### config.mk
export PLATFORM = sky130hd
export DESIGN_NAME = four_voice_square_mixer
export DESIGN_NICKNAME = d
export VERILOG_FILES = /design/src/rtl/fvsm_pkg.sv /design/src/rtl/four_voice_square_mixer.sv
export SDC_FILE = /design/constraint.sdc
export NUM_CORES = 1
export LEC_CHECK = 0
export ABC_AREA = 1
export ABC_CLOCK_PERIOD_IN_PS = 8900
export BUFFER_PORTS_ARGS = -buffer_cell sky130_fd_sc_hd__buf_2
export CELL_PAD_IN_SITES_DETAIL_PLACEMENT = 1
export CELL_PAD_IN_SITES_GLOBAL_PLACEMENT = 2
export CORE_UTILIZATION = 42
export CTS_BUF_LIST = sky130_fd_sc_hd__clkbuf_8
export DETAILED_ROUTE_END_ITERATION = 12
export PLACE_DENSITY_LB_ADDON = 0.1
export SETUP_SLACK_MARGIN = 0.02
export SLEW_MARGIN = 0
export SYNTH_ARGS = -nofsm -noshare
export SYNTH_HDL_FRONTEND = slang
export SYNTH_SLANG_ARGS = --single-unit
### constraint.sdc
create_clock -name clk -period 8.9 [get_ports clk]
set_input_delay 0 -clock clk [delete_from_list [all_inputs] [get_ports clk]]
set_output_delay 0 -clock clk [all_outputs]
set_load 0.1 [all_outputs]
### src/rtl/fvsm_pkg.sv
// Shared constants for the four-voice square-wave mixer.
// No dependencies; imported by four_voice_square_mixer.
`default_nettype none

package fvsm_pkg;

  // Field widths
  localparam int OPCODE_W = 1;
  localparam int VOICE_W  = 2;
  localparam int PITCH_W  = 12;
  localparam int SAMPLE_W = 8;

  // Opcodes
  localparam logic [OPCODE_W-1:0] OP_NOTE   = 1'b0;
  localparam logic [OPCODE_W-1:0] OP_SAMPLE = 1'b1;

  // Audio rate and square amplitude
  localparam int RATE_HZ    = 8000;
  localparam int FULL_LEVEL = 255;

  // Position counter and divider geometry
  localparam int POS_W     = 24;
  localparam int PERIOD_W  = 13;   // 8000 / f fits in 13 bits
  localparam int DIV_STEPS = POS_W;
  localparam int STEP_W    = $clog2(DIV_STEPS);

  // Parameter defaults
  localparam int VOICES_DEF    = 4;
  localparam int BLOCK_LEN_DEF = 256;

endpackage

`default_nettype wire

### src/rtl/four_voice_square_mixer.sv
// Four-voice square-wave PCM mixer with one shared restoring divider.
// Note beat: busy while the divider computes the period (not busy when pitch is zero or voice out of range).
// Sample beat: busy while LOAD walks the voices, dividing (DIV, MIX) for each active one and skipping
// each silent one, then FIN registers the result, later while out_stall holds the last one.
// Reset (rst_n, synchronous): all voices silent, position zero, no result pending.
// Depends on fvsm_pkg.
`default_nettype none

module four_voice_square_mixer #(
  parameter int VOICES    = fvsm_pkg::VOICES_DEF,
  parameter int BLOCK_LEN = fvsm_pkg::BLOCK_LEN_DEF
) (
  input  wire logic                          clk,
  input  wire logic                          rst_n,
  input  wire logic                          in_valid,
  output logic                               in_stall,
  input  wire logic [fvsm_pkg::OPCODE_W-1:0] in_opcode,
  input  wire logic [fvsm_pkg::VOICE_W-1:0]  in_voice,
  input  wire logic [fvsm_pkg::PITCH_W-1:0]  in_pitch,
  output logic                               out_valid,
  input  wire logic                          out_stall,
  output logic [fvsm_pkg::SAMPLE_W-1:0]      out_sample,
  output logic                               out_block_end
);
  import fvsm_pkg::*;

  localparam int VW = (VOICES > 1) ? $clog2(VOICES) : 1;
  localparam int CW = $clog2(VOICES + 1);
  localparam int BW = $clog2(BLOCK_LEN);
  localparam logic [BW-1:0] BLK_LAST = BW'(BLOCK_LEN - 1);
  localparam logic [CW-1:0] VCNT_END = CW'(VOICES);

  localparam logic [2:0] ST_IDLE = 3'd0;
  localparam logic [2:0] ST_LOAD = 3'd1;
  localparam logic [2:0] ST_DIV  = 3'd2;
  localparam logic [2:0] ST_MIX  = 3'd3;
  localparam logic [2:0] ST_FIN  = 3'd4;

  logic [2:0]          state_r, state_nxt;
  logic                note_r, note_nxt;      // divider computes a period
  logic [VW-1:0]       tgt_r, tgt_nxt;
  logic [CW-1:0]       vcnt_r, vcnt_nxt;
  logic [STEP_W-1:0]   step_r, step_nxt;
  logic [POS_W-1:0]    dvd_r, dvd_nxt;        // dividend, then quotient
  logic [PERIOD_W-1:0] dvs_r, dvs_nxt;
  logic [PERIOD_W-1:0] rem_r, rem_nxt;
  logic [SAMPLE_W-1:0] acc_r, acc_nxt;
  logic [POS_W-1:0]    pos_r, pos_nxt;
  logic [BW-1:0]       blk_r, blk_nxt;
  logic                out_valid_r, out_valid_nxt;
  logic [SAMPLE_W-1:0] out_sample_r, out_sample_nxt;
  logic                out_end_r, out_end_nxt;
  logic [PERIOD_W-1:0] period_r   [VOICES];
  logic [PERIOD_W-1:0] period_nxt [VOICES];

  logic                in_acc, out_take, out_free;
  logic [VW-1:0]       vidx;
  logic [PERIOD_W-1:0] cur_period;
  logic [PERIOD_W:0]   trial;
  logic [PERIOD_W+1:0] diff;
  logic                ge;
  logic [SAMPLE_W-1:0] level;
  logic [SAMPLE_W:0]   sum;

  assign in_stall   = (state_r != ST_IDLE);
  assign in_acc     = in_valid && !in_stall;
  assign out_take   = out_valid_r && !out_stall;
  assign out_free   = !out_valid_r || !out_stall;
  assign vidx       = vcnt_r[VW-1:0];
  assign cur_period = period_r[vidx];

  // One restoring step: shift in the next dividend bit, try the subtract.
  assign trial = {rem_r, dvd_r[POS_W-1]};
  assign diff  = {1'b0, trial} - {2'b00, dvs_r};
  assign ge    = !diff[PERIOD_W+1];

  assign level = (rem_r > (dvs_r >> 1)) ? SAMPLE_W'(FULL_LEVEL) : '0;
  assign sum   = {1'b0, acc_r} + {1'b0, level};

  always_comb begin
    state_nxt      = state_r;
    note_nxt       = note_r;
    tgt_nxt        = tgt_r;
    vcnt_nxt       = vcnt_r;
    step_nxt       = step_r;
    dvd_nxt        = dvd_r;
    dvs_nxt        = dvs_r;
    rem_nxt        = rem_r;
    acc_nxt        = acc_r;
    pos_nxt        = pos_r;
    blk_nxt        = blk_r;
    out_valid_nxt  = out_valid_r && !out_take;
    out_sample_nxt = out_sample_r;
    out_end_nxt    = out_end_r;
    for (int v = 0; v < VOICES; v++) begin
      period_nxt[v] = period_r[v];
    end

    unique case (state_r)
      ST_IDLE: begin
        if (in_acc) begin
          if (in_opcode == OP_NOTE) begin
            tgt_nxt = VW'(in_voice);
            if (32'(in_voice) < VOICES) begin
              if (in_pitch == '0) begin
                period_nxt[VW'(in_voice)] = '0;
              end else begin
                note_nxt  = 1'b1;
                dvd_nxt   = POS_W'(RATE_HZ);
                dvs_nxt   = PERIOD_W'(in_pitch);
                rem_nxt   = '0;
                step_nxt  = STEP_W'(DIV_STEPS - 1);
                state_nxt = ST_DIV;
              end
            end
          end else begin
            note_nxt  = 1'b0;
            vcnt_nxt  = '0;
            acc_nxt   = '0;
            state_nxt = ST_LOAD;
          end
        end
      end
      ST_LOAD: begin
        if (vcnt_r == VCNT_END) begin
          state_nxt = ST_FIN;
        end else if (cur_period == '0) begin
          vcnt_nxt = vcnt_r + 1'b1;
        end else begin
          dvd_nxt   = pos_r;
          dvs_nxt   = cur_period;
          rem_nxt   = '0;
          step_nxt  = STEP_W'(DIV_STEPS - 1);
          state_nxt = ST_DIV;
        end
      end
      ST_DIV: begin
        rem_nxt  = ge ? diff[PERIOD_W-1:0] : trial[PERIOD_W-1:0];
        dvd_nxt  = {dvd_r[POS_W-2:0], ge};
        step_nxt = step_r - 1'b1;
        if (step_r == '0) begin
          if (note_r) begin
            period_nxt[tgt_r] = PERIOD_W'({dvd_r[POS_W-2:0], ge});
            state_nxt = ST_IDLE;
          end else begin
            state_nxt = ST_MIX;
          end
        end
      end
      ST_MIX: begin
        // voice 0 seeds the mix, later voices average in
        acc_nxt   = (vcnt_r == '0) ? level : sum[SAMPLE_W:1];
        vcnt_nxt  = vcnt_r + 1'b1;
        state_nxt = ST_LOAD;
      end
      ST_FIN: begin
        if (out_free) begin
          out_valid_nxt  = 1'b1;
          out_sample_nxt = (acc_r == '0) ? SAMPLE_W'(1) : acc_r;
          out_end_nxt    = (blk_r == BLK_LAST);
          pos_nxt        = pos_r + 1'b1;
          // block count restarts on position wrap as well
          blk_nxt        = ((blk_r == BLK_LAST) || (pos_r == '1)) ? '0 : blk_r + 1'b1;
          state_nxt      = ST_IDLE;
        end
      end
      default: state_nxt = ST_IDLE;
    endcase
  end

  always_ff @(posedge clk) begin
    if (!rst_n) begin
      state_r     <= ST_IDLE;
      out_valid_r <= 1'b0;
      pos_r       <= '0;
      blk_r       <= '0;
      for (int v = 0; v < VOICES; v++) begin
        period_r[v] <= '0;
      end
    end else begin
      state_r     <= state_nxt;
      out_valid_r <= out_valid_nxt;
      pos_r       <= pos_nxt;
      blk_r       <= blk_nxt;
      for (int v = 0; v < VOICES; v++) begin
        period_r[v] <= period_nxt[v];
      end
    end
  end

  always_ff @(posedge clk) begin
    note_r       <= note_nxt;
    tgt_r        <= tgt_nxt;
    vcnt_r       <= vcnt_nxt;
    step_r       <= step_nxt;
    dvd_r        <= dvd_nxt;
    dvs_r        <= dvs_nxt;
    rem_r        <= rem_nxt;
    acc_r        <= acc_nxt;
    out_sample_r <= out_sample_nxt;
    out_end_r    <= out_end_nxt;
  end

  assign out_valid     = out_valid_r;
  assign out_sample    = out_sample_r;
  assign out_block_end = out_end_r;

endmodule

`default_nettype wire

# Yosys cells after proc, flatten, opt, wreduce, memory -nomap -nowiden
# Memories as Yosys holds them, arrays and structs flattened. A register that Yosys moved wholly into a read port is not among the register bits.
# Cells that the tools add are included.
# Widths: inputs -> output; s select.
[totals]
n_memories = 1
word_cells = 151
register_bits = 114
in_bits = 19
out_inout_bits = 11
ram_bits = 52
[op_classes]
n_reduce_logical = 31
muxes = 66
n_bitwise = 9
n_addsub = 6
n_eq_ne = 19
magnitude_cmp = 5
[memory_table]
columns = ["memory", "depth", "width", "read_ports", "rd_clocked_by_memory_dff", "wr", "line_no", "rtl"]
rows = [
  ["period_r", 4, 13, 5, 1, 4, "four_voice_square_mixer.sv:53", "logic [PERIOD_W-1:0] period_r [VOICES];"],
]
[ops]
columns = ["cell", "n"]
rows = [
  ["$mux 52", 5],
  ["$mux 13", 17],
  ["$mux 24", 5],
  ["$pmux 52 s2", 1],
  ["$pmux 24 s3", 1],
  ["$and 52x52->52", 1],
  ["$bwmux 52", 1],
  ["$demux 13 s2", 2],
  ["$not 52->52", 1],
  ["$mux 8", 5],
  ["$pmux 13 s3", 1],
  ["$mux 3", 11],
  ["$pmux 13 s2", 1],
  ["$mux 5", 5],
  ["$add 24x1->24 const B", 1],
  ["$eq 24x24->1 const B", 1],
  ["$ne 2x2->1 const B", 10],
  ["$pmux 8 s2", 1],
  ["$pmux 3 s5", 1],
  ["$pmux 5 s3", 1],
  ["$sub 14x13->15", 1],
  ["$gt 13x12->1", 1],
  ["$logic_not 13->1", 1],
  ["$logic_not 12->1", 1],
  ["29 further kinds", 60],
]

# Longest topological paths before layout
# Gate-level depths: netlist (run 1).
[depth]
ltp_word = 12
mapped_depth = 21
ltp_nobuf = 21

# Worst setup path after synthesis (run 1)
# OpenSTA, ideal clock, no wires.
[synth_path]
path_kind = "reg-to-reg"
start = "register state_r[2]"
end = "register dvd_r[0], enable pin"
setup_slack_ns = 4.841
arrival_ns = 3.603
required_ns = 8.445
stages_incl_launch_ff = 10
period_less_slack_ns = 4.059
n_path_buf = 0
setup_ns = 0.455
cell_sequence = "dfxtp_1 nor2_1 inv_2 nor2_1 inv_1 nor2_1 inv_1 nand2_1 inv_1 a21oi_1"
[synth_via]
elab_chain_cells = 5
word_cells_on_any_way = 13
cone_classes = "eq/ne (7); reduce/logical (6)"
[synth_lines]
columns = ["item", "line_no", "rtl"]
rows = [
  ["start, declared", "four_voice_square_mixer.sv:39", "logic [2:0] state_r, state_nxt;"],
  ["start signal, assigned", "four_voice_square_mixer.sv:181", "state_r <= state_nxt;"],
  ["$reduce_bool 3->1", "four_voice_square_mixer.sv:65", "assign in_stall = (state_r != ST_IDLE);"],
  ["via in_stall", "four_voice_square_mixer.sv:16", "output logic in_stall,"],
  ["$logic_not 1->1", "four_voice_square_mixer.sv:66", "assign in_acc = in_valid && !in_stall;"],
  ["$logic_and 1x1->1", "four_voice_square_mixer.sv:66", ""],
  ["$ne 2x2->1 (no source line)", "-", ""],
  ["$reduce_and 6->1 (no source line)", "-", ""],
  ["end signal, assigned", "four_voice_square_mixer.sv:196", "dvd_r <= dvd_nxt;"],
  ["end, declared", "four_voice_square_mixer.sv:44", "logic [POS_W-1:0] dvd_r, dvd_nxt;"],
]
# The timed path passes the listed nets, and every way through them passes these cells.
# A chain may end at the register's enable or synchronous reset.

# Worst setup path in the final report (run 1)
[layout_path]
start = "register rem_r[7]"
end = "register acc_r[7] (data pin)"
[layout_via]
elab_chain_cells = 5
[layout_lines]
columns = ["item", "line_no", "rtl"]
rows = [
  ["start, declared", "four_voice_square_mixer.sv:46", "logic [PERIOD_W-1:0] rem_r, rem_nxt;"],
  ["start signal, assigned", "four_voice_square_mixer.sv:198", "rem_r <= rem_nxt;"],
  ["$gt 13x12->1 (*)", "four_voice_square_mixer.sv:77", "assign level = (rem_r > (dvs_r >> 1)) ? SAMPLE_W'(FULL_LEVEL) : '0;"],
  ["$mux 8 (*)", "four_voice_square_mixer.sv:77", ""],
  ["$add 8x8->9", "four_voice_square_mixer.sv:78", "assign sum = {1'b0, acc_r} + {1'b0, level};"],
  ["$mux 8 (*)", "four_voice_square_mixer.sv:152", "acc_nxt = (vcnt_r == '0) ? level : sum[SAMPLE_W:1];"],
  ["$pmux 8 s2 (*)", "four_voice_square_mixer.sv:99", "unique case (state_r)"],
  ["end signal, assigned", "four_voice_square_mixer.sv:199", "acc_r <= acc_nxt;"],
  ["end, declared", "four_voice_square_mixer.sv:47", "logic [SAMPLE_W-1:0] acc_r, acc_nxt;"],
]
# Every way passes the cells marked *; elsewhere a longest branch is shown, timed or not.

==> results of run 1 <==
-- path summary, 6_finish.rpt --
| kind | cells past startpoint | to | slack, ps | start |
|---|---|---|---|---|
| setup / recovery | 20 | acc_r[7]$_SDFFCE_PN0P_ | 5530 | rem_r[7]$_SDFFCE_PN0P_ |
| setup reg to reg | 20 | acc_r[7]$_SDFFCE_PN0P_ | 5530 | rem_r[7]$_SDFFCE_PN0P_ |
| hold reg to reg | 2 | period_r[3][7]$_SDFFE_PN0P_ | 470 | period_r[3][7]$_SDFFE_PN0P_ |
| hold / removal | 5 | note_r$_SDFFCE_PP0P_ | 60 | in_valid |
-- cells in the mapped netlist (all sizes together), types with 2 or more instances --
| master | n |
|---|---|
| o21bai | 3 |
| o22ai | 4 |
| xor2 | 14 |
| o211ai | 6 |
| a31oi | 2 |
| xnor2 | 8 |
| nor3 | 20 |
| o2111ai | 2 |
| nor4 | 7 |
| dfxtp | 90 |
| o21ai | 59 |
| fa | 2 |
| nor2 | 72 |
| nand2 | 319 |
| nand3 | 52 |
| ha | 26 |
| a21oi | 110 |
| a211oi | 8 |
| edfxtp | 78 |
| inv | 118 |
| clkbuf | 29 |
| nand3b | 2 |
| o21a | 2 |
| or2 | 3 |
| buf | 17 |
| nand4 | 11 |
-- metrics by stage --
| step | util [%] | worst slack, ps |
|---|---|---|
| floorplan | - | 4840 |
| global placement | 44.4 | 5600 |
| detailed placement | 44.4 | 5510 |
| CTS | 47.0 | 5480 |
| global route | 47.0 | 5140 |
| finish | 47.0 | 5530 |
-- cell families (layout without fill, tap and decap cells) --
| logic type | Yosys count | count (layout) | synth area share [%] |
|---|---|---|---|
| AND/OR/NAND/NOR | 487 | 487 | 24.9 |
| XOR/XNOR | 22 | 22 | 2.24 |
| buffers and inverters | 165 | 206 | 7.72 |
| adder cells (fa/ha/maj) | 28 | 28 | 4.24 |
| AO/OA/AOI/OAI | 201 | 201 | 12.8 |
| flip-flops | 168 | 168 | 48.1 |
-- power by group through the flow --
stage,Combinational [mW],Clock (mW),Sequential [mW]
detailed placement,1.40,0,1.16
floorplan,1.06,0,1.14
global placement,1.38,0,1.15
CTS,1.41,0.519,1.15
global route,1.59,0.547,1.16
finish,1.40,0.504,1.14
-- registers in the layout (all words and copies together), names as in the netlist, 5 cells and up, named ones only --
register    count
out_sample      8
blk_r           8
period_r       52
step_r          5
pos_r          24
rem_r          13
dvs_r          13
acc_r           8
dvd_r          24
-- metal layers --
layer | GRT usage [%] | wire [um]
met1 | 31.4 | 11500
met2 | 37.3 | 10800
met3 | 3.36 | 453
met4 | 5.79 | 224
met5 | 0 | 0
-- area by class of cell --
type	count	share of cell area, %
Clock buffer	18	2.62
Clock inverter	14	1.03
Inverter	119	4.72
Multi-Input combinational cell	738	40.3
Sequential cell	168	43.8
Tap cell	270	3.57
Timing Repair Buffer	55	4.07
-- what timing repair did --
action / in CTS / in global routing
buffers inserted: 0 / 0
hold buffers: 18 / 0
endpoints found under the hold margin: 32 / 0
-- worst max-delay path, cell delays in order (launching register included) --
cell and delay, ps:
sky130_fd_sc_hd__edfxtp_1 410, sky130_fd_sc_hd__ha_1 380, sky130_fd_sc_hd__nand2_1 70, sky130_fd_sc_hd__inv_1 70
sky130_fd_sc_hd__nand3_1 90, sky130_fd_sc_hd__nor2_1 150, sky130_fd_sc_hd__nand2_1 70, sky130_fd_sc_hd__nand2_1 110
sky130_fd_sc_hd__nand2_1 110, sky130_fd_sc_hd__inv_1 230, sky130_fd_sc_hd__nand2_1 120, sky130_fd_sc_hd__fa_1 420
sky130_fd_sc_hd__o21ai_0 300, sky130_fd_sc_hd__nand2_1 90, sky130_fd_sc_hd__nand2_1 70, sky130_fd_sc_hd__a21oi_1 90
sky130_fd_sc_hd__nor2_1 130, sky130_fd_sc_hd__nor2_1 60, sky130_fd_sc_hd__nor2_1 70, sky130_fd_sc_hd__o21ai_0 80
sky130_fd_sc_hd__a21oi_1 130
==> results.md, run 1 <==
- Number of DRC markers after the initial detailed-route iteration: 357
- Number of detailed-route iterations in the first pass: 4
- Via count of the first global-routing pass: 7279
- CTS tree: built
- Boundary Pins: 30
- Maximum number of pins on one net before global-route repair: 67
- Starting Density: 42.7%
- Share of final-layout standard cells stronger than drive strength 1: 9.98%
- Area fraction of the dominant cell type after synthesis: 27.2%
- Detailed-placement wirelength estimate: 16200 um
- Wire length of the first global-routing pass: 38000 um
- Post-synthesis area per instance: 8.04 um2
- Clock Sinks: 168
- Synthesis-stage register bit count: 168
- Worst Path Class, Setup: flop to flop
- Clk root buf: sky130_fd_sc_hd__clkbuf_8
- Maximum vdd drop: 0.000122 V
- Post-placement cell area: 8950 um2
- Hold violation total from the final report: 0
- Number of nets in the finished design: 1146
- Post-detailed-route wirelength per cell: 16.6 um
- Ratio of total power to cell area: 322 nW/um2
- Leakage Power: 3.63 nW
- Worst relative slew slack: 44.9%
- Gpl congestion: 0.784
- Clock edge transition at the registers on the reported setup and hold paths: 100 ps
- Post_cts resized: 0
- Sw Share: 44.6%
- Sum of negative setup slack: 0 ps
- Area occupied by multi-input gates: 3810 um2
- Top cells by area in the synthesized netlist: sky130_fd_sc_hd__edfxtp_1 27%, sky130_fd_sc_hd__dfxtp_1 21%, sky130_fd_sc_hd__nand2_1 14%
- Cell count after placement: 1332
- Post-route non-filler standard cell count: 1382
- Minimum hold slack: 60.2 ps
- Switching power: 1.36 mW
- Number of antenna violations at the first check in global routing: 0
- Sequential share of the synthesized area: 48.1%
- Final design instance area without fill: 9470 um2
- Unrepaired setup endpoints after global routing: false
- Setup-violating endpoint count in the final report: 0
- Highest attainable clock frequency: 0.297 GHz
- Vias per Instance: 5.12
- Clock insertion delay at the later pin of the skew report: 470 ps
- Post-synthesis cell area: 8610 um2
- Core region area: 20200 um2
- Number of distinct standard cells referenced by the synthesized netlist: 48
- Crit path arrival time: 3690 ps
- Flip-flop and latch area: 4140 um2
- Status: finished clean
- Class of the most critical hold timing path: input pin to flop
- Antenna Violating Nets Remaining: 0
- Number of DRC violations after detailed routing: 0
- Gr usage total: 22.7%
- Die Y-Extent: 145 um
- Clock buffer depth: 2
- Asr flop ratio synth: 0%
- Std-Cell Rows: 52
- Tightest Pin Transition: 827 ps
- Synthesized instance count: 1071
- Filler Cells Inserted: 2483
- Cell-internal power: 1.69 mW
- Final number of max-transition violations: 0
- Synth warnings: 0
- Overall power of the completed layout: 3.05 mW
- Critical Path RT: 9220 ps
- Routed Wire Length: 23000 um
- Maximum net fanout on the critical path: 9
- Worst-case clock skew: 16.4 ps
- Total inserted antenna cells: 0
- Clock Power Share: 16.5%
- Reg power frac: 37.5%
- Leading register cell type out of synthesis: sky130_fd_sc_hd__dfxtp_1
- Cell type contributing the most total cell area after synthesis: sky130_fd_sc_hd__edfxtp_1
- Number of buffer cells added on primary ports: 29
- Floorplan die width: 145 um
- Area of the die: 21100 um2
- Post-synth EDFFs: 78
- Area growth, synth to finish: 10.0%
- CTS Buf Count: 17
- Sort of element at the start of the critical path: flop
- Leading cell type in the layout, fill and taps excluded: sky130_fd_sc_hd__nand2_1
- Remaining global-route overflow: 0
- Max-capacitance violation count: 0
- Via count: 7073
- Sort of element at the end of the critical path: flop
- Most frequent cells in the layout: 314 x sky130_fd_sc_hd__nand2_1, 111 x sky130_fd_sc_hd__inv_1, 109 x sky130_fd_sc_hd__a21oi_1
- Share of power burned in combinational logic: 46.0%
- Time the final worst path needs with I/O delays and setup: 3370 ps
- Period utilisation layout: 37.8%
- Count of H-tree levels built during CTS: 4
- Post-synth net total: 1118
No activity file was read; power rests on OpenSTA's default activity.
==> run 2: changes to the inputs <==
--- a/config.mk
+++ b/config.mk
@@ -6,11 +6,11 @@
 export NUM_CORES = 1
 export LEC_CHECK = 0
 export ABC_AREA = 1
-export ABC_CLOCK_PERIOD_IN_PS = 8900
+export ABC_CLOCK_PERIOD_IN_PS = 3200
 export BUFFER_PORTS_ARGS = -buffer_cell sky130_fd_sc_hd__buf_2
 export CELL_PAD_IN_SITES_DETAIL_PLACEMENT = 1
 export CELL_PAD_IN_SITES_GLOBAL_PLACEMENT = 2
-export CORE_UTILIZATION = 42
+export CORE_UTILIZATION = 39
 export CTS_BUF_LIST = sky130_fd_sc_hd__clkbuf_8
 export DETAILED_ROUTE_END_ITERATION = 12
 export PLACE_DENSITY_LB_ADDON = 0.1
==> constraint.sdc (replaced) <==
create_clock -name clk -period 3.2 [get_ports clk]
set_input_delay 0 -clock clk [delete_from_list [all_inputs] [get_ports clk]]
set_output_delay 0 -clock clk [all_outputs]
set_load 0.1 [all_outputs]
==> run 2 against run 1 <==
Cell count up 1.2%; count of clock-buffer cells in the layout unchanged; cell area up 2.8%; register-to-register slack worse by 5300 ps; global-route usage down 0.42 points; non-clock buffer count up 11; core utilization down 1.3 points; sequential cell count unchanged; wire length up 3.3%; critical path depth down 5; largest cell class unchanged.
==> results.md, run 2 (synthesized netlist as in run 1, its figures left out) <==
- Sequence of cells on the critical path: inv_1 > ha_1 > nand2_1 > nor2_1 > nand4_1 > nand2_2 > inv_2 > buf_4 > ha_1 > a21oi_2 > o21bai_1 > a21oi_2 > nand3_1 > nand3_1 > a21oi_1
- CTS Buf Count: 17 (unchanged)
- Worst relative slew slack: 40.9% (-3.9 points)
- Biggest cell delay along the critical path: 440 ps (+20 ps)
- Maximum number of pins on one net before global-route repair: 37 (-45%)
- Maximum net fanout on the critical path: 5 (-4)
- RR Startpoint: dvs_r[1]$_DFFE_PP_
- Routed Wire Length: 23700 um (+3.3%)
- Class of the most critical hold timing path: input pin to flop
- Register with the highest flop count: period_r
- Count of H-tree levels built during CTS: 4 (unchanged)
- Area of the die: 22700 um2 (+7.6%)
- Gpl congestion: 0.780 (-0.52%)
- Via count: 7125 (+0.74%)
- Detailed-placement wirelength estimate: 16200 um (+0.35%)
- Via count of the first global-routing pass: 7213 (-0.91%)
- Number of flip-flops under the largest register name: 52 (unchanged)
- Worst Path Class, Setup: flop to flop
- Number of antenna violations at the first check in global routing: 0 (unchanged)
- Starting Density: 40.3% (-2.4 points)
- Filler Cells Inserted: 2603 (+4.8%)
- Antenna Violating Nets Remaining: 0 (unchanged)
- Leakage Power: 3.72 nW (+2.6%)
- Die Y-Extent: 151 um (+3.7%)
- Sort of element at the start of the critical path: flop
- Vias per Instance: 5.10 (-0.42%)
- Wire length of the first global-routing pass: 38600 um (+1.4%)
- Slowest cell on the critical path: sky130_fd_sc_hd__edfxtp_1
- Core region area: 21400 um2 (+5.9%)
- Minimum hold slack: 55.5 ps (-4.79 ps)
- Top Registers: period_r: 52 flops, dvd_r: 24 flops, pos_r: 24 flops
- Total inserted antenna cells: 0 (unchanged)
- Max-capacitance violation count: 0 (unchanged)
- Floorplan die width: 151 um (+3.7%)
- Share of final-layout standard cells stronger than drive strength 1: 12.6% (+2.7 points)
- Setup-violating endpoint count in the final report: 0 (unchanged)
- Worst-case clock skew: 18.9 ps (+2.54 ps)
- Gr usage total: 22.3% (-0.42 points)
- Most frequent cells in the layout: 312 x sky130_fd_sc_hd__nand2_1, 109 x sky130_fd_sc_hd__inv_1, 105 x sky130_fd_sc_hd__a21oi_1
- Number of buffer cells added on primary ports: 29 (unchanged)
- Boundary Pins: 30 (unchanged)
- Launch instance of the worst min-delay path: in_valid
- Clock edge transition at the registers on the reported setup and hold paths: 90 ps (about the same)
- Area growth, synth to finish: 13.1%
- CTS tree: built
- Time the final worst path needs with I/O delays and setup: 2940 ps (-425 ps)
- Post-detailed-route wirelength per cell: 17.0 um (+2.1%)
- Number of nets in the finished design: 1157 (+0.96%)
- Clk root buf: sky130_fd_sc_hd__clkbuf_8
- Highest attainable clock frequency: 0.340 GHz (+14%)
- Tightest Pin Transition: 886 ps (+59.2 ps)
- Crit path arrival time: 3150 ps (-540 ps)
- Std-Cell Rows: 53 (+1.9%)
- Number of DRC violations after detailed routing: 0 (unchanged)
- Sort of element at the end of the critical path: flop
- R2R depth: 15 (-25%)
- Clock buffer depth: 2 (unchanged)
- Unrepaired setup endpoints after global routing: false
- Fraction of the core area covered by cells at the end of the flow: 45.6% (-1.3 points)
- Number of DRC markers after the initial detailed-route iteration: 306 (-14%)
- Maximum vdd drop: 0.000298 V (+140%)
- Number of detailed-route iterations in the first pass: 4 (unchanged)
- Worst setup slack for register-to-register paths: 260 ps (-5280 ps)
- End of the worst hold path: note_r$_SDFFCE_PP0P_
- Remaining global-route overflow: 0 (unchanged)
- Clock insertion delay at the later pin of the skew report: 470 ps (about the same)
- Overall power of the completed layout: 9.10 mW (+200%)
- Period utilisation layout: 92.0% (+54 points)
- Worst hold path depth: 5 (unchanged)
- Hold violation total from the final report: 0 (unchanged)
- End of the worst register-to-register path: acc_r[6]$_SDFFCE_PN0P_
- Leading cell type in the layout, fill and taps excluded: sky130_fd_sc_hd__nand2_1
- Status: finished clean
- Final number of max-transition violations: 0 (unchanged)
- Sum of negative setup slack: 0 ps (unchanged)
- Ratio of total power to cell area: 935 nW/um2 (+190%)
- Critical Path RT: 3410 ps (-5810 ps)
- Clock Sinks: 168 (unchanged)
==> run 2: cell types whose count changed in the layout (fill, tap and decap cells not counted), sizes merged <==
cell / previous run / this run
clkinvlp: 2 / 1
buf: 37 / 49
bufinv: 0 / 3
dlygate4sd3: 18 / 17
inv: 126 / 124
==> run 2: where the power goes <==
group / leakage [nW] / switching [mW] / internal (mW) / total, mW
Clock: 0.214 / 0.850 / 0.799 / 1.65
Sequential: 1.47 / 0.234 / 2.94 / 3.17
Combinational: 2.04 / 2.85 / 1.44 / 4.28
==> run 2: stage by stage <==
step	cells	setup WS [ps]	area [um2]
floorplan	1071	79.2	8610
global placement	1348	113	9060
detailed placement	1348	14.2	9060
CTS	1397	26.3	9650
global route	1398	12.1	9740
finish	1398	257	9740
==> run 2: worst max-delay path by stage <==
stage	to	from	slack [ps]	cells after the start
after floorplan	dvd_r[0]$_SDFFCE_PN0P_	state_r[2]$_SDFFE_PN0P_	80	9
after global placement	acc_r[7]$_SDFFCE_PN0P_	rem_r[10]$_SDFFCE_PN0P_	110	20
after detailed placement	acc_r[7]$_SDFFCE_PN0P_	rem_r[7]$_SDFFCE_PN0P_	10	20
after CTS	acc_r[6]$_SDFFCE_PN0P_	rem_r[6]$_SDFFCE_PN0P_	30	17
after global routing	acc_r[7]$_SDFFCE_PN0P_	rem_r[7]$_SDFFCE_PN0P_	10	20
final	acc_r[6]$_SDFFCE_PN0P_	dvs_r[1]$_DFFE_PP_	260	15
==> run 2: per-layer routing <==
layer | GRT usage, % | routed length, um | vias to the layer above
met4 | 5.65 | 286 | 0
met2 | 36.0 | 10900 | 75
li1 | - | - | 3606
met3 | 3.61 | 595 | 16
met5 | 0 | 0 | -
met1 | 31.1 | 11900 | 3428
==> run 2: critical path, delay by kind of cell, from the launching register on <==
kind	cells	cell delay [ps]
buffers and inverters	3	290
and+or+nand+nor	6	800
adders and majority gates	2	630
DFF	1	440
AOI/OAI and AO/OA	4	540
==> run 2: area by class of cell <==
cell class              instances  area (um2)  area share [%]
clock buffers                  18         248            2.54
clock inverters                14         168            1.72
inverters                     119         447            4.59
multi-input cells             738        3900            40.0
flip-flops and latches        168        4140            42.5
well taps                     275         344            3.53
repair buffers                 66         490            5.04
==> run 2: what timing repair did <==
item                                   CTS  global route
gates resized for setup                  1            18
hold buffers                            17             0
setup buffers                            0             1
gates cloned                             0             0
pin swaps                                0             3
setup endpoints to repair                1             6
endpoints found under the hold margin   31             0
==> run 3: changes to the inputs <==
--- a/config.mk
+++ b/config.mk
@@ -13,7 +13,7 @@
 export CORE_UTILIZATION = 39
 export CTS_BUF_LIST = sky130_fd_sc_hd__clkbuf_8
 export DETAILED_ROUTE_END_ITERATION = 12
-export PLACE_DENSITY_LB_ADDON = 0.1
+export PLACE_DENSITY_LB_ADDON = 0.3
 export SETUP_SLACK_MARGIN = 0.02
 export SLEW_MARGIN = 0
 export SYNTH_ARGS = -nofsm -noshare
==> run 3 against run 2 <==
Fmax fell by 1.3%; register-to-register slack got worse by 40 ps; sequential cell count unchanged; cell area about the same; critical path depth rose by 1; count of clock-buffer cells in the layout did not move; critical endpoint is now acc_r[7]$_SDFFCE_PN0P_; highest routed layer unchanged.
==> results.md, run 3 (synthesized netlist as in run 1, its figures left out) <==
- Status: finished clean
- Sort of element at the end of the critical path: flop
- Number of detailed-route iterations in the first pass: 4 (unchanged)
- Class of the most critical hold timing path: input pin to flop
- Clk root buf: sky130_fd_sc_hd__clkbuf_8
- Number of nets in the finished design: 1161 (+0.35%)
- Most used cell, CP: sky130_fd_sc_hd__nor2_1
- CTS Buf Count: 17 (unchanged)
- Clock edge transition at the registers on the reported setup and hold paths: 90 ps (about the same)
- Time the final worst path needs with I/O delays and setup: 2980 ps (+39.0 ps)
- Sequence of cells on the critical path: ha_1 > nand2_1 > nor2_1 > nand4_1 > nand2_2 > inv_2 > buf_4 > ha_1 > nand2_1 > nand2_1 > a21oi_1 > nor2_1 > nor2_1 > nor2_1 > o21ai_0 > a21oi_1
- Critical path origin: rem_r[1]$_SDFFCE_PN0P_
- Starting Density: 40.3% (unchanged)
- Number of buffer cells added on primary ports: 29 (unchanged)
- Boundary Pins: 30 (unchanged)
- Post-detailed-route wirelength per cell: 16.5 um (-2.5%)
- Leakage Power: 3.72 nW (about the same)
- Biggest cell delay along the critical path: 390 ps (-50 ps)
- Worst-case clock skew: 20.1 ps (+1.20 ps)
- Most frequent cells in the layout: 312 x sky130_fd_sc_hd__nand2_1, 110 x sky130_fd_sc_hd__inv_1, 106 x sky130_fd_sc_hd__a21oi_1
- Remaining global-route overflow: 0 (unchanged)
- Register with the highest flop count: period_r
- Worst relative slew slack: 42.8% (+1.9 points)
- Critical Path RT: 3390 ps (-20 ps)
- Sort of element at the start of the critical path: flop
- Worst Path Class, Setup: flop to flop
- Via count: 7249 (+1.7%)
- Top Registers: period_r: 52 flops, dvd_r: 24 flops, pos_r: 24 flops
- Wire length of the first global-routing pass: 36400 um (-5.5%)
- Unrepaired setup endpoints after global routing: true
- Number of flip-flops under the largest register name: 52 (unchanged)
- Routed Wire Length: 23200 um (-2.3%)
- Hold violation total from the final report: 0 (unchanged)
- Area growth, synth to finish: 13.1% (about the same)
- Gr usage total: 20.8% (-1.5 points)
- Ratio of total power to cell area: 927 nW/um2 (-0.85%)
- Period utilisation layout: 93.2% (+1.2 points)
- RR Startpoint: rem_r[1]$_SDFFCE_PN0P_
- Setup-violating endpoint count in the final report: 0 (unchanged)
- Crit path capture: acc_r[7]$_SDFFCE_PN0P_
- Die Y-Extent: 151 um (unchanged)
- Cell count after placement: 1348 (unchanged)
- Clock Sinks: 168 (unchanged)
- Number of DRC markers after the initial detailed-route iteration: 285 (-6.9%)
- Number of DRC violations after detailed routing: 0 (unchanged)
- Post-route non-filler standard cell count: 1402 (+0.29%)
- Share of final-layout standard cells stronger than drive strength 1: 12.6% (-0.045 points)
- Maximum number of pins on one net before global-route repair: 54 (+46%)
- Worst setup slack for register-to-register paths: 220 ps (-40 ps)
- Slowest cell on the critical path: sky130_fd_sc_hd__edfxtp_1
- Max-capacitance violation count: 0 (unchanged)
- Highest attainable clock frequency: 0.335 GHz (-1.3%)
- Core region area: 21400 um2 (unchanged)
- R2R depth: 16 (+1)
- Gpl congestion: 0.808 (+3.5%)
- Final number of max-transition violations: 0 (unchanged)
- Maximum vdd drop: 0.000282 V (-5.4%)
- Antenna Violating Nets Remaining: 0 (unchanged)
- Maximum net fanout on the critical path: 5 (unchanged)
- Total inserted antenna cells: 0 (unchanged)
- Count of H-tree levels built during CTS: 4 (unchanged)
- Sum of negative setup slack: 0 ps (unchanged)
- Std-Cell Rows: 53 (unchanged)
- Area of the die: 22700 um2 (unchanged)
- Filler Cells Inserted: 2625 (+0.85%)
- Floorplan die width: 151 um (unchanged)
- Via count of the first global-routing pass: 7189 (-0.33%)
- End of the worst register-to-register path: acc_r[7]$_SDFFCE_PN0P_
- Number of antenna violations at the first check in global routing: 0 (unchanged)
- Tightest Pin Transition: 857 ps (-28.9 ps)
- Crit path arrival time: 3180 ps (+30 ps)
- Leading cell type in the layout, fill and taps excluded: sky130_fd_sc_hd__nand2_1
- Clock insertion delay at the later pin of the skew report: 460 ps (about the same)
- CTS tree: built
- Vias per Instance: 5.17 (+1.5%)
- Detailed-placement wirelength estimate: 15900 um (-2.1%)
- Clock buffer depth: 2 (unchanged)
run 3: layer usage:
metal  GRT usage [%]  vias up  share of wire [%]
met5               0        -                  0
met4            5.75        0                1.6
met3            3.52       21                3.3
met2            35.1       81                 47
met1            27.3     3534                 48
li1                -     3613                  -
run 3: final cells by class:
type	instances	area [um2]	share of cell area [%]
tap	275	344	3.53
inverter	119	447	4.59
multi-input combinational	739	3910	40.1
timing repair buffer	69	500	5.14
clock buffer	18	248	2.54
clock inverter	14	149	1.53
sequential	168	4140	42.5
run 3: critical path, delay by kind of cell, from the launching register on:
| kind | cells | cell delay (ps) |
|---|---|---|
| adder cells (fa/ha/maj) | 2 | 720 |
| AND/OR/NAND/NOR | 9 | 980 |
| flip-flops | 1 | 390 |
| buffers and inverters | 2 | 240 |
| AO/OA/AOI/OAI | 3 | 370 |
run 3: how the worst min path moves through the flow:
stage	depth (start not counted)	from	slack (ps)	end
CTS	5	in_valid	8	note_r$_SDFFCE_PP0P_
global route	5	in_valid	20	note_r$_SDFFCE_PP0P_
global placement	1	in_voice[0]	240	tgt_r[0]$_DFFE_PP_
detailed placement	1	in_voice[0]	240	tgt_r[0]$_DFFE_PP_
floorplan	0	in_voice[0]	100	tgt_r[0]$_DFFE_PP_
finish	5	in_valid	40	note_r$_SDFFCE_PP0P_
run 3: power breakdown:
part	internal, mW	leakage, nW	switching [mW]
clock	0.721	0.203	0.816
sequential	2.94	1.47	0.241
combinational	1.46	2.05	2.86
run 3: through the flow:
step | setup WS (ps) | hold slack [ps] | util, % | instance area (um2) | power (mW)
detailed placement | -23.3 | 244 | 42.4 | 9050 | 7.26
CTS | 26.0 | 8.00 | 45.0 | 9610 | 8.85
global route | -21.4 | 20.5 | 45.6 | 9740 | 9.75
floorplan | 79.2 | 98.9 | - | 8610 | 6.13
global placement | 73.9 | 239 | 42.4 | 9050 | 7.22
finish | 218 | 41.8 | 45.6 | 9740 | 9.03
run 3: timing repair:
item	in CTS	in global routing
hold buffers	17	0
gates resized for setup	1	14
hold endpoints to repair	30	0
setup endpoints to repair	2	22
buffers inserted	0	4
pin swaps	0	4
cloned	0	1
